<file path="src/tlik_pkg.sv">
// Shared types, codes and tables for the two-link arm inverse kinematics block.
`default_nettype none
package tlik_pkg;

  typedef enum logic [3:0] {
    ST_IDLE,
    ST_MUL,
    ST_MACC,
    ST_CHK,
    ST_SQ_INIT,
    ST_SQ_RUN,
    ST_CO_INIT,
    ST_CO_RUN,
    ST_DMUL,
    ST_DACC,
    ST_FIN
  } state_t;

  // result status codes
  localparam logic [1:0] STAT_OK    = 2'd0;
  localparam logic [1:0] STAT_CAL   = 2'd1;
  localparam logic [1:0] STAT_XNEG  = 2'd2;
  localparam logic [1:0] STAT_REACH = 2'd3;

  // register indexes
  localparam logic [2:0] REG_LINK   = 3'd0;
  localparam logic [2:0] REG_BASE_H = 3'd1;
  localparam logic [2:0] REG_HOME_X = 3'd2;
  localparam logic [2:0] REG_HOME_Y = 3'd3;
  localparam logic [2:0] REG_HOME_Z = 3'd4;

  localparam logic [15:0] LINK_RST   = 16'd3200;
  localparam logic [15:0] BASE_H_RST = 16'd2528;
  localparam logic [19:0] HOME_X_RST = 20'd2160;
  localparam logic [19:0] HOME_Y_RST = 20'd0;
  localparam logic [19:0] HOME_Z_RST = 20'd5568;

  // 23040/(pi*65536) in Q.32
  localparam logic signed [29:0] DEG_MULT = 30'sd480631834;

  localparam logic [4:0] SQ_LAST = 5'd25;  // 26 root bits

  // floor(atan(2^-i) * 2^30)
  function automatic logic [30:0] atan_q30(input logic [4:0] i);
    logic [30:0] v;
    case (i)
      5'd0:  v = 31'd843314856;
      5'd1:  v = 31'd497837829;
      5'd2:  v = 31'd263043836;
      5'd3:  v = 31'd133525158;
      5'd4:  v = 31'd67021686;
      5'd5:  v = 31'd33543515;
      5'd6:  v = 31'd16775850;
      5'd7:  v = 31'd8388437;
      5'd8:  v = 31'd4194282;
      5'd9:  v = 31'd2097149;
      5'd10: v = 31'd1048575;
      5'd11: v = 31'd524287;
      5'd12: v = 31'd262143;
      5'd13: v = 31'd131071;
      5'd14: v = 31'd65535;
      5'd15: v = 31'd32767;
      5'd16: v = 31'd16383;
      5'd17: v = 31'd8191;
      5'd18: v = 31'd4095;
      5'd19: v = 31'd2047;
      5'd20: v = 31'd1023;
      5'd21: v = 31'd511;
      5'd22: v = 31'd255;
      5'd23: v = 31'd127;
      5'd24: v = 31'd63;
      5'd25: v = 31'd31;
      5'd26: v = 31'd15;
      5'd27: v = 31'd7;
      5'd28: v = 31'd3;
      5'd29: v = 31'd1;
      default: v = 31'd0;
    endcase
    return v;
  endfunction

  // Q.30 to Q.16, round half up
  function automatic logic signed [18:0] q30_to_q16(input logic signed [32:0] a);
    logic signed [32:0] t;
    t = a + 33'sd8192;
    return t[32:14];
  endfunction

endpackage
`default_nettype wire

</file>
<file path="src/two_link_arm_inverse_kinematics.sv">
// Top level: two-link arm inverse kinematics on a shared multiplier, root and CORDIC unit.
// Each input beat runs in turn through the steps below before its result is offered:
//   4 squares, 3 roots at one bit a cycle, 3 CORDIC passes, 3 degree scalings.
//   A rejected point skips the roots, CORDIC and scalings; the calibration pass skips the scalings.
// One item at a time: in_ready is high only while idle, so a new target waits for the last result.
// Reset (rst_n low, synchronous): registers to defaults, uncalibrated, no result pending.
`default_nettype none
module two_link_arm_inverse_kinematics #(
  parameter int CORDIC_STEPS = 20
) (
  input  wire logic               clk,
  input  wire logic               rst_n,
  input  wire logic               in_valid,
  output logic                    in_ready,
  input  wire logic signed [19:0] in_target_x,
  input  wire logic signed [19:0] in_target_y,
  input  wire logic signed [19:0] in_target_z,
  output logic                    out_valid,
  input  wire logic               out_ready,
  output logic [1:0]              out_status,
  output logic signed [18:0]      out_base_rad,
  output logic signed [18:0]      out_shoulder_rad,
  output logic signed [18:0]      out_wrist_rad,
  output logic signed [16:0]      out_base_deg,
  output logic signed [16:0]      out_shoulder_deg,
  output logic signed [16:0]      out_wrist_deg,
  input  wire logic               psel,
  input  wire logic               penable,
  input  wire logic               pwrite,
  input  wire logic [4:0]         paddr,
  input  wire logic [31:0]        pwdata,
  output logic [31:0]             prdata,
  output logic                    pready
);
  import tlik_pkg::*;

  localparam logic [4:0] CO_LAST = 5'(CORDIC_STEPS - 1);

  state_t state_r, state_nxt;
  logic [1:0] sel_r, sel_nxt;
  logic [4:0] cnt_r, cnt_nxt;
  logic calib_r, calib_nxt;
  logic [1:0] status_r, status_nxt;

  logic [15:0] link_r, base_h_r;
  logic [19:0] home_x_r, home_y_r, home_z_r;

  logic signed [19:0] x_r, x_nxt, y_r, y_nxt;
  logic signed [20:0] z_r, z_nxt;
  logic signed [50:0] prod_r, prod_nxt;
  logic [40:0] xy2_r, xy2_nxt, s2_r, s2_nxt;
  logic [33:0] reach_r, reach_nxt;
  logic [51:0] rad_r, rad_nxt;
  logic [29:0] rem_r, rem_nxt;
  logic [25:0] root_r, root_nxt;
  logic [25:0] lq_r, lq_nxt, hq_r, hq_nxt, rq_r, rq_nxt;
  logic signed [29:0] cx_r, cx_nxt, cy_r, cy_nxt;
  logic signed [32:0] acc_r, acc_nxt, phi_r, phi_nxt;
  logic signed [18:0] bq_r, bq_nxt, sq_r, sq_nxt, wq_r, wq_nxt;
  logic signed [18:0] offb_r, offb_nxt, offs_r, offs_nxt, offw_r, offw_nxt;
  logic signed [16:0] bd_r, bd_nxt, sd_r, sd_nxt, wd_r, wd_nxt;

  logic out_valid_r, out_valid_nxt;
  logic [1:0] o_status_r, o_status_nxt;
  logic signed [18:0] o_b_r, o_b_nxt, o_s_r, o_s_nxt, o_w_r, o_w_nxt;
  logic signed [16:0] o_bd_r, o_bd_nxt, o_sd_r, o_sd_nxt, o_wd_r, o_wd_nxt;

  // shared multiplier
  logic signed [20:0] mul_a;
  logic signed [29:0] mul_b;
  logic signed [50:0] mul_p;
  assign mul_p = 51'(mul_a) * 51'(mul_b);

  // root step
  logic [29:0] rem_sh, trial;
  logic [25:0] root_step;
  logic [33:0] sq_src;

  // CORDIC step
  logic signed [29:0] cx_step, cy_step;
  logic signed [32:0] acc_step, tab_ext;

  logic signed [19:0] diff;
  logic signed [51:0] deg_rnd;

  logic cfg_wr;
  assign cfg_wr = psel & penable & pwrite;
  assign pready = 1'b1;

  always_comb begin
    case (paddr[4:2])
      REG_LINK:   prdata = {16'd0, link_r};
      REG_BASE_H: prdata = {16'd0, base_h_r};
      REG_HOME_X: prdata = {12'd0, home_x_r};
      REG_HOME_Y: prdata = {12'd0, home_y_r};
      REG_HOME_Z: prdata = {12'd0, home_z_r};
      default:    prdata = 32'd0;
    endcase
  end

  always_ff @(posedge clk) begin
    if (!rst_n) begin
      link_r   <= LINK_RST;
      base_h_r <= BASE_H_RST;
      home_x_r <= HOME_X_RST;
      home_y_r <= HOME_Y_RST;
      home_z_r <= HOME_Z_RST;
    end else if (cfg_wr) begin
      case (paddr[4:2])
        REG_LINK:   link_r   <= pwdata[15:0];
        REG_BASE_H: base_h_r <= pwdata[15:0];
        REG_HOME_X: home_x_r <= pwdata[19:0];
        REG_HOME_Y: home_y_r <= pwdata[19:0];
        REG_HOME_Z: home_z_r <= pwdata[19:0];
        default: ;
      endcase
    end
  end

  assign in_ready = (state_r == ST_IDLE);
  assign out_valid = out_valid_r;
  assign out_status = o_status_r;
  assign out_base_rad = o_b_r;
  assign out_shoulder_rad = o_s_r;
  assign out_wrist_rad = o_w_r;
  assign out_base_deg = o_bd_r;
  assign out_shoulder_deg = o_sd_r;
  assign out_wrist_deg = o_wd_r;

  always_comb begin
    // datapath helpers
    rem_sh = {rem_r[27:0], rad_r[51:50]};
    trial = {2'b00, root_r, 2'b01};
    root_step = (rem_sh >= trial) ? {root_r[24:0], 1'b1} : {root_r[24:0], 1'b0};

    case (sel_r)
      2'd0:    sq_src = xy2_r[33:0];
      2'd1:    sq_src = s2_r[33:0];
      default: sq_src = reach_r - s2_r[33:0];
    endcase

    tab_ext = 33'(atan_q30(cnt_r));
    if (!cy_r[29]) begin
      cx_step  = cx_r + (cy_r >>> cnt_r);
      cy_step  = cy_r - (cx_r >>> cnt_r);
      acc_step = acc_r + tab_ext;
    end else begin
      cx_step  = cx_r - (cy_r >>> cnt_r);
      cy_step  = cy_r + (cx_r >>> cnt_r);
      acc_step = acc_r - tab_ext;
    end

    case (sel_r)
      2'd0:    diff = 20'(bq_r) - 20'(offb_r);
      2'd1:    diff = 20'(sq_r) - 20'(offs_r);
      default: diff = 20'(wq_r) - 20'(offw_r);
    endcase
    deg_rnd = 52'(prod_r) + 52'sd2147483648;

    mul_a = 21'sd0;
    mul_b = 30'sd0;
    if (state_r == ST_DMUL) begin
      mul_a = 21'(diff);
      mul_b = DEG_MULT;
    end else begin
      case (sel_r)
        2'd0:    mul_a = 21'(x_r);
        2'd1:    mul_a = 21'(y_r);
        2'd2:    mul_a = z_r;
        default: mul_a = $signed({5'd0, link_r});
      endcase
      mul_b = 30'(mul_a);
    end

    // defaults
    state_nxt = state_r; sel_nxt = sel_r; cnt_nxt = cnt_r; calib_nxt = calib_r;
    status_nxt = status_r;
    x_nxt = x_r; y_nxt = y_r; z_nxt = z_r; prod_nxt = prod_r;
    xy2_nxt = xy2_r; s2_nxt = s2_r; reach_nxt = reach_r;
    rad_nxt = rad_r; rem_nxt = rem_r; root_nxt = root_r;
    lq_nxt = lq_r; hq_nxt = hq_r; rq_nxt = rq_r;
    cx_nxt = cx_r; cy_nxt = cy_r; acc_nxt = acc_r; phi_nxt = phi_r;
    bq_nxt = bq_r; sq_nxt = sq_r; wq_nxt = wq_r;
    offb_nxt = offb_r; offs_nxt = offs_r; offw_nxt = offw_r;
    bd_nxt = bd_r; sd_nxt = sd_r; wd_nxt = wd_r;
    out_valid_nxt = out_valid_r & ~out_ready;
    o_status_nxt = o_status_r; o_b_nxt = o_b_r; o_s_nxt = o_s_r; o_w_nxt = o_w_r;
    o_bd_nxt = o_bd_r; o_sd_nxt = o_sd_r; o_wd_nxt = o_wd_r;

    case (state_r)
      ST_IDLE: begin
        if (in_valid) begin
          if (calib_r) begin
            x_nxt = in_target_x;
            y_nxt = in_target_y;
            z_nxt = 21'(in_target_z) - $signed({5'd0, base_h_r});
          end else begin
            x_nxt = home_x_r;
            y_nxt = home_y_r;
            z_nxt = 21'($signed(home_z_r)) - $signed({5'd0, base_h_r});
          end
          status_nxt = STAT_OK;
          sel_nxt = 2'd0;
          state_nxt = ST_MUL;
        end
      end
      ST_MUL: begin
        prod_nxt = mul_p;
        state_nxt = ST_MACC;
      end
      ST_MACC: begin
        case (sel_r)
          2'd0:    xy2_nxt = prod_r[40:0];
          2'd1:    xy2_nxt = xy2_r + prod_r[40:0];
          2'd2:    s2_nxt = xy2_r + prod_r[40:0];
          default: reach_nxt = {prod_r[31:0], 2'b00};
        endcase
        sel_nxt = sel_r + 2'd1;
        state_nxt = (sel_r == 2'd3) ? ST_CHK : ST_MUL;
      end
      ST_CHK: begin
        sel_nxt = 2'd0;
        if (x_r[19] || x_r == 20'sd0) begin
          status_nxt = STAT_XNEG;
          state_nxt = ST_FIN;
        end else if (s2_r > {7'd0, reach_r}) begin
          status_nxt = STAT_REACH;
          state_nxt = ST_FIN;
        end else begin
          state_nxt = ST_SQ_INIT;
        end
      end
      ST_SQ_INIT: begin
        rad_nxt = {2'b00, sq_src, 16'd0};
        rem_nxt = 30'd0;
        root_nxt = 26'd0;
        cnt_nxt = 5'd0;
        state_nxt = ST_SQ_RUN;
      end
      ST_SQ_RUN: begin
        rem_nxt = (rem_sh >= trial) ? rem_sh - trial : rem_sh;
        root_nxt = root_step;
        rad_nxt = {rad_r[49:0], 2'b00};
        cnt_nxt = cnt_r + 5'd1;
        if (cnt_r == SQ_LAST) begin
          case (sel_r)
            2'd0:    lq_nxt = root_step;
            2'd1:    hq_nxt = root_step;
            default: rq_nxt = root_step;
          endcase
          if (sel_r == 2'd2) begin
            sel_nxt = 2'd0;
            state_nxt = ST_CO_INIT;
          end else begin
            sel_nxt = sel_r + 2'd1;
            state_nxt = ST_SQ_INIT;
          end
        end
      end
      ST_CO_INIT: begin
        case (sel_r)
          2'd0: begin
            cx_nxt = 30'(x_r);
            cy_nxt = 30'(y_r);
          end
          2'd1: begin
            cx_nxt = $signed({4'd0, lq_r});
            cy_nxt = $signed({z_r[20], z_r, 8'd0});
          end
          default: begin
            cx_nxt = $signed({4'd0, hq_r});
            cy_nxt = $signed({4'd0, rq_r});
          end
        endcase
        acc_nxt = 33'sd0;
        cnt_nxt = 5'd0;
        state_nxt = ST_CO_RUN;
      end
      ST_CO_RUN: begin
        cx_nxt = cx_step;
        cy_nxt = cy_step;
        acc_nxt = acc_step;
        cnt_nxt = cnt_r + 5'd1;
        if (cnt_r == CO_LAST) begin
          case (sel_r)
            2'd0: begin
              bq_nxt = q30_to_q16(acc_step);
              sel_nxt = 2'd1;
              state_nxt = ST_CO_INIT;
            end
            2'd1: begin
              phi_nxt = acc_step;
              sel_nxt = 2'd2;
              state_nxt = ST_CO_INIT;
            end
            default: begin
              sq_nxt = q30_to_q16(phi_r + acc_step);
              wq_nxt = q30_to_q16(phi_r - acc_step);
              sel_nxt = 2'd0;
              if (!calib_r) begin
                offb_nxt = bq_r;
                offs_nxt = q30_to_q16(phi_r + acc_step);
                offw_nxt = q30_to_q16(phi_r - acc_step);
                calib_nxt = 1'b1;
                status_nxt = STAT_CAL;
                state_nxt = ST_FIN;
              end else begin
                state_nxt = ST_DMUL;
              end
            end
          endcase
        end
      end
      ST_DMUL: begin
        prod_nxt = mul_p;
        state_nxt = ST_DACC;
      end
      ST_DACC: begin
        case (sel_r)
          2'd0:    bd_nxt = deg_rnd[48:32];
          2'd1:    sd_nxt = deg_rnd[48:32];
          default: wd_nxt = deg_rnd[48:32];
        endcase
        sel_nxt = sel_r + 2'd1;
        state_nxt = (sel_r == 2'd2) ? ST_FIN : ST_DMUL;
      end
      ST_FIN: begin
        if (!out_valid_r || out_ready) begin
          out_valid_nxt = 1'b1;
          o_status_nxt = status_r;
          if (status_r == STAT_OK) begin
            o_b_nxt = bq_r;  o_s_nxt = sq_r;  o_w_nxt = wq_r;
            o_bd_nxt = bd_r; o_sd_nxt = sd_r; o_wd_nxt = wd_r;
          end else begin
            o_b_nxt = '0;  o_s_nxt = '0;  o_w_nxt = '0;
            o_bd_nxt = '0; o_sd_nxt = '0; o_wd_nxt = '0;
          end
          state_nxt = ST_IDLE;
        end
      end
      default: state_nxt = ST_IDLE;
    endcase
  end

  always_ff @(posedge clk) begin
    if (!rst_n) begin
      state_r <= ST_IDLE;
      sel_r <= 2'd0;
      cnt_r <= 5'd0;
      calib_r <= 1'b0;
      status_r <= STAT_OK;
      offb_r <= '0;
      offs_r <= '0;
      offw_r <= '0;
      out_valid_r <= 1'b0;
    end else begin
      state_r <= state_nxt;
      sel_r <= sel_nxt;
      cnt_r <= cnt_nxt;
      calib_r <= calib_nxt;
      status_r <= status_nxt;
      offb_r <= offb_nxt;
      offs_r <= offs_nxt;
      offw_r <= offw_nxt;
      out_valid_r <= out_valid_nxt;
    end
  end

  always_ff @(posedge clk) begin
    x_r <= x_nxt; y_r <= y_nxt; z_r <= z_nxt; prod_r <= prod_nxt;
    xy2_r <= xy2_nxt; s2_r <= s2_nxt; reach_r <= reach_nxt;
    rad_r <= rad_nxt; rem_r <= rem_nxt; root_r <= root_nxt;
    lq_r <= lq_nxt; hq_r <= hq_nxt; rq_r <= rq_nxt;
    cx_r <= cx_nxt; cy_r <= cy_nxt; acc_r <= acc_nxt; phi_r <= phi_nxt;
    bq_r <= bq_nxt; sq_r <= sq_nxt; wq_r <= wq_nxt;
    bd_r <= bd_nxt; sd_r <= sd_nxt; wd_r <= wd_nxt;
    o_status_r <= o_status_nxt;
    o_b_r <= o_b_nxt; o_s_r <= o_s_nxt; o_w_r <= o_w_nxt;
    o_bd_r <= o_bd_nxt; o_sd_r <= o_sd_nxt; o_wd_r <= o_wd_nxt;
  end

  // once calibrated, stays calibrated until reset
  a_calib_sticky: assert property (@(posedge clk) disable iff (!rst_n)
    calib_r |=> calib_r) else $error("calibration flag dropped");

  // valid angles only come after calibration
  a_ok_needs_calib: assert property (@(posedge clk) disable iff (!rst_n)
    (out_valid_r && o_status_r == STAT_OK) |-> calib_r)
    else $error("angles given while uncalibrated");

  // failed or calibration beats carry zero angles
  a_fail_zero: assert property (@(posedge clk) disable iff (!rst_n)
    (out_valid_r && o_status_r != STAT_OK) |->
      (o_b_r == '0 && o_s_r == '0 && o_w_r == '0 && o_bd_r == '0 &&
       o_sd_r == '0 && o_wd_r == '0))
    else $error("nonzero angle on non-ok beat");

  // root iteration count stays in range
  a_sq_cnt: assert property (@(posedge clk) disable iff (!rst_n)
    (state_r == ST_SQ_RUN) |-> (cnt_r <= SQ_LAST))
    else $error("root counter overran");

endmodule
`default_nettype wire

</file>
<file path="config.mk">
export PLATFORM = sky130hd
export DESIGN_NAME = two_link_arm_inverse_kinematics
export DESIGN_NICKNAME = d
export VERILOG_FILES = /design/src/tlik_pkg.sv /design/src/two_link_arm_inverse_kinematics.sv
export SDC_FILE = /design/constraint.sdc
export NUM_CORES = 2
export LEC_CHECK = 0
export BUFFER_PORTS_ARGS = -buffer_cell sky130_fd_sc_hd__buf_4
export CAP_MARGIN = 20
export CORE_MARGIN = 1
export CORE_UTILIZATION = 30
export CTS_BUF_LIST = sky130_fd_sc_hd__clkbuf_16
export CTS_CLUSTER_SIZE = 14
export DETAILED_ROUTE_END_ITERATION = 6
export MAX_ROUTING_LAYER = met4
export SYNTH_ARGS = -nofsm -noshare
export SYNTH_HDL_FRONTEND = slang
export SYNTH_SLANG_ARGS = --single-unit
export TNS_END_PERCENT = 20
</file>
<file path="constraint.sdc">
create_clock -name clk -period 15.5 [get_ports clk]
set_input_delay 0.775 -clock clk [delete_from_list [all_inputs] [get_ports clk]]
set_output_delay 0.775 -clock clk [all_outputs]
set_load 0.05 [all_outputs]
</file>
==> results.json <==
{
  "ctsRootBufferMaster": "clkbuf_16",
  "highest_layer": "met4",
  "finalSetupViolCount": 0,
  "routed-via-count": 61710,
  "cp_common_cell": "fa_1",
  "met1_length_mm": 106.4,
  "worst_ep_required_time_ns": 16.01,
  "ys.flop_type": "edfxtp_1",
  "outcome": "complete, but fails checks",
  "antenna_found_initial": 29,
  "avgSynthCellArea_um2": 9.703,
  "drt_wl_total_mm": 261.1,
  "wl_met2_mm": 122.9,
  "synthCells": 8146,
  "crit_path_max_incr_delay_ns": 0.95,
  "drive_gt1_frac": 0.09521,
  "clk_pin_slew_ns": 0.06,
  "first_global_vias": 61943,
  "seqCellArea_um2": 26000,
  "die_w_um": 515.3,
  "postRouteAntennaNets": 0,
  "place_hpwl_mm": 203.9,
  "grtUsageTotal": 0.1991,
  "synth_seq_cells": 930,
  "core-area_um2": 262300,
  "post-route-period-util": 0.7720,
  "cp_slowest_cell": "a2111oi_0",
  "ys_types": 100,
  "clk-insertion-delay-late_ns": 0.77,
  "rows": 188,
  "relSlewSlack": 0.2290,
  "cts_setup_buffers": 0,
  "grt_max_degree": 93,
  "synth_top_area_cell": "edfxtp_1",
  "hold_class": "in2reg",
  "placed_cell_area_um2": 84900,
  "htreeDepth": 3,
  "finalCriticalPeriod_ns": 11.97,
  "grt_pass1_wl_mm": 388.6,
  "cp.arrival_ns": 12.48,
  "failed_checks": "DRC",
  "syn_to_final_growth_pct": 11.88,
  "yosysTopAreaCellShare": 0.2796,
  "start_util": 0.3014,
  "drc": 11,
  "final_cell_area_um2": 88430,
  "synth_area_um2": 79040,
  "cts_made_buffers": 100,
  "cts_hold_repair.buffers": 0,
  "numPortBuffers": 221,
  "final_nets": 9524,
  "finalHoldViolCount": 0,
  "cts.sinks": 930,
  "avgViaCountPerCell": 5.199,
  "wl_met3_mm": 14.31,
  "cts_buffer_depth": 3,
  "max_cap_viol_count": 0,
  "wl_per_cell_um": 22.00,
  "ys.warnings.count": 0,
  "rsz0062_at_grt": "no",
  "synth.area.top_cells": "edfxtp_1 28%, fa_1 15%, ha_1 9.1%",
  "critPathKind": "reg2reg",
  "tightest_slew_ns": 1.134,
  "critPathLaunchType": "flip-flop",
  "async_flop_share": 0,
  "gp_congestion": 0.9694,
  "tritoncts": "built",
  "fin_tns_setup_ns": 0,
  "multi_input_area_um2": 48050,
  "cts_resized": 0,
  "skew_ns": 0.09055,
  "firstDrtPassIters": 7,
  "cp_max_fo": 8,
  "report.final.slew_viol_count": 0,
  "synth_seq_area_share": 0.3288,
  "synth_edf_count": 736,
  "die_h_um": 515.3,
  "io_pins": 249,
  "dieArea_um2": 265500,
  "drt-initial-drc-count": 5865,
  "timing.fmax_ghz": 0.08357,
  "end_kind": "flip-flop",
  "grt-ovfl-total": 0,
  "n_fill_cell": 26466
}
==> sequential cells by signal, indices dropped and copies added, names as in the netlist, 20 cells and up <==
| name | cells |
|---|---|
| prod_r | 49 |
| s2_r | 41 |
| xy2_r | 41 |
| rad_r | 36 |
| acc_r | 33 |
| phi_r | 33 |
| reach_r | 32 |
| cx_r | 30 |
| cy_r | 30 |
| tab_ext | 30 |
| rem_r | 28 |
| hq_r | 26 |
| lq_r | 26 |
| root_r | 26 |
| rq_r | 26 |
| z_r | 21 |
| home_x_r | 20 |
| home_y_r | 20 |
| home_z_r | 20 |
| x_r | 20 |
| y_r | 20 |
==> path summary, 6_finish.rpt <==
path         slack [ns]               startpoint                       end  cells past startpoint
max                3.53        wq_r[0]$_DFFE_PP_      prod_r[48]$_DFFE_PP_                     40
min                0.30                pwdata[4]  home_x_r[4]$_SDFFE_PN1P_                      3
max reg2reg        3.53        wq_r[0]$_DFFE_PP_      prod_r[48]$_DFFE_PP_                     40
min reg2reg        0.46  offs_r[12]$_SDFFE_PN0P_   offs_r[12]$_SDFFE_PN0P_                      2
==> worst max-delay path, delay by kind of cell (launching register included) <==
| family | cells | cell delay [ns] |
|---|---|---|
| AO/OA/AOI/OAI | 16 | 4.95 |
| XOR/XNOR | 1 | 0.08 |
| buffers and inverters | 9 | 1.21 |
| flip-flops | 1 | 0.36 |
| adder cells (fa/ha/maj) | 10 | 4.57 |
| AND/OR/NAND/NOR | 4 | 0.55 |
==> layer usage <==
| metal | global-route usage | vias to the layer above |
|---|---|---|
| li1 | - | 28199 |
| met1 | 0.2408 | 30858 |
| met2 | 0.3228 | 2193 |
| met3 | 0.01935 | 460 |
| met4 | 0.1176 | 0 |
| met5 | - | - |
==> per-stage QoR <==
stage	instances	hold slack [ns]	setup WS [ns]	utilization
final	11869	0.2951	3.534	0.3372
after global placement	11650	0.4423	3.609	0.3236
after global routing	11864	0.2902	3.083	0.3371
after detailed placement	11652	0.4469	3.634	0.3237
after CTS	11840	0.2580	3.566	0.3367
after floorplan	8159	0.4319	5.394	-
==> logic make-up (layout without fill, tap and decap cells) <==
family                     count (synthesis)  in the layout  share of synthesized area
AOI/OAI and AO/OA                       1660           1660                     0.1350
buffers and inverters                   1400           1570                    0.06799
muxes                                    274            274                    0.04771
xor gates and xnor gates                 403            403                    0.04518
DFF                                      930            930                     0.3288
and+or+nand+nor                         2300           2300                     0.1316
adders and majority gates               1177           1177                     0.2436
other                                      2             40                 0.00009502
==> cells in the mapped netlist, drive strengths merged, types with 31 or more instances <==
cell type / n
o211ai: 31
fa: 603
a211oi: 82
nand2: 979
nand3: 106
nor2: 540
o21a: 53
clkbuf: 272
nand4: 40
nor4: 39
inv: 1037
mux2: 102
xnor2: 263
nor3: 138
xor2: 137
and2: 172
nand2b: 57
a221oi: 48
a21oi: 587
o21bai: 41
a21o: 153
a221o: 34
ha: 574
o21ai: 274
buf: 84
and3: 66
mux2i: 100
dfxtp: 194
edfxtp: 736
nor2b: 55
mux4: 72
a31oi: 69
==> cell usage in the layout, fill, tap and decap left out, types with 31 or more instances in the layout <==
cell / netlist / routed
mux2_2: 101 / 101
nand3_1: 106 / 105
nor4_1: 38 / 34
a31oi_1: 69 / 65
and3_1: 66 / 65
nor3_1: 137 / 123
o211ai_1: 31 / 31
o21ai_0: 262 / 257
o21bai_1: 41 / 41
a221oi_1: 48 / 47
nand2_1: 978 / 978
and2_1: 171 / 169
dfxtp_1: 194 / 188
nand2b_1: 57 / 56
fa_1: 603 / 603
a211oi_1: 80 / 80
ha_1: 574 / 571
o21a_1: 53 / 53
edfxtp_1: 736 / 736
a21oi_1: 587 / 584
buf_4: 14 / 332
nor2_1: 539 / 528
mux4_2: 72 / 72
inv_1: 1035 / 1048
xnor2_1: 263 / 263
clkbuf_16: 0 / 102
a21o_1: 153 / 153
nand4_1: 40 / 40
xor2_1: 137 / 137
a221o_1: 34 / 34
mux2i_1: 100 / 96
nor2b_1: 55 / 54
==> area by class of cell <==
| cell class | instances | share of cell area |
|---|---|---|
| inverter | 1044 | 0.04434 |
| sequential | 930 | 0.2940 |
| tap | 3515 | 0.04973 |
| clock inverter | 86 | 0.009721 |
| clock buffer | 102 | 0.02886 |
| multi-input combinational | 5829 | 0.5434 |
| timing repair buffer | 338 | 0.02922 |
| antenna | 25 | 0.0007075 |
Power is left out: the tool's default activity adds up to more than one toggle a clock period on the data nets, which glitch-free logic cannot reach.
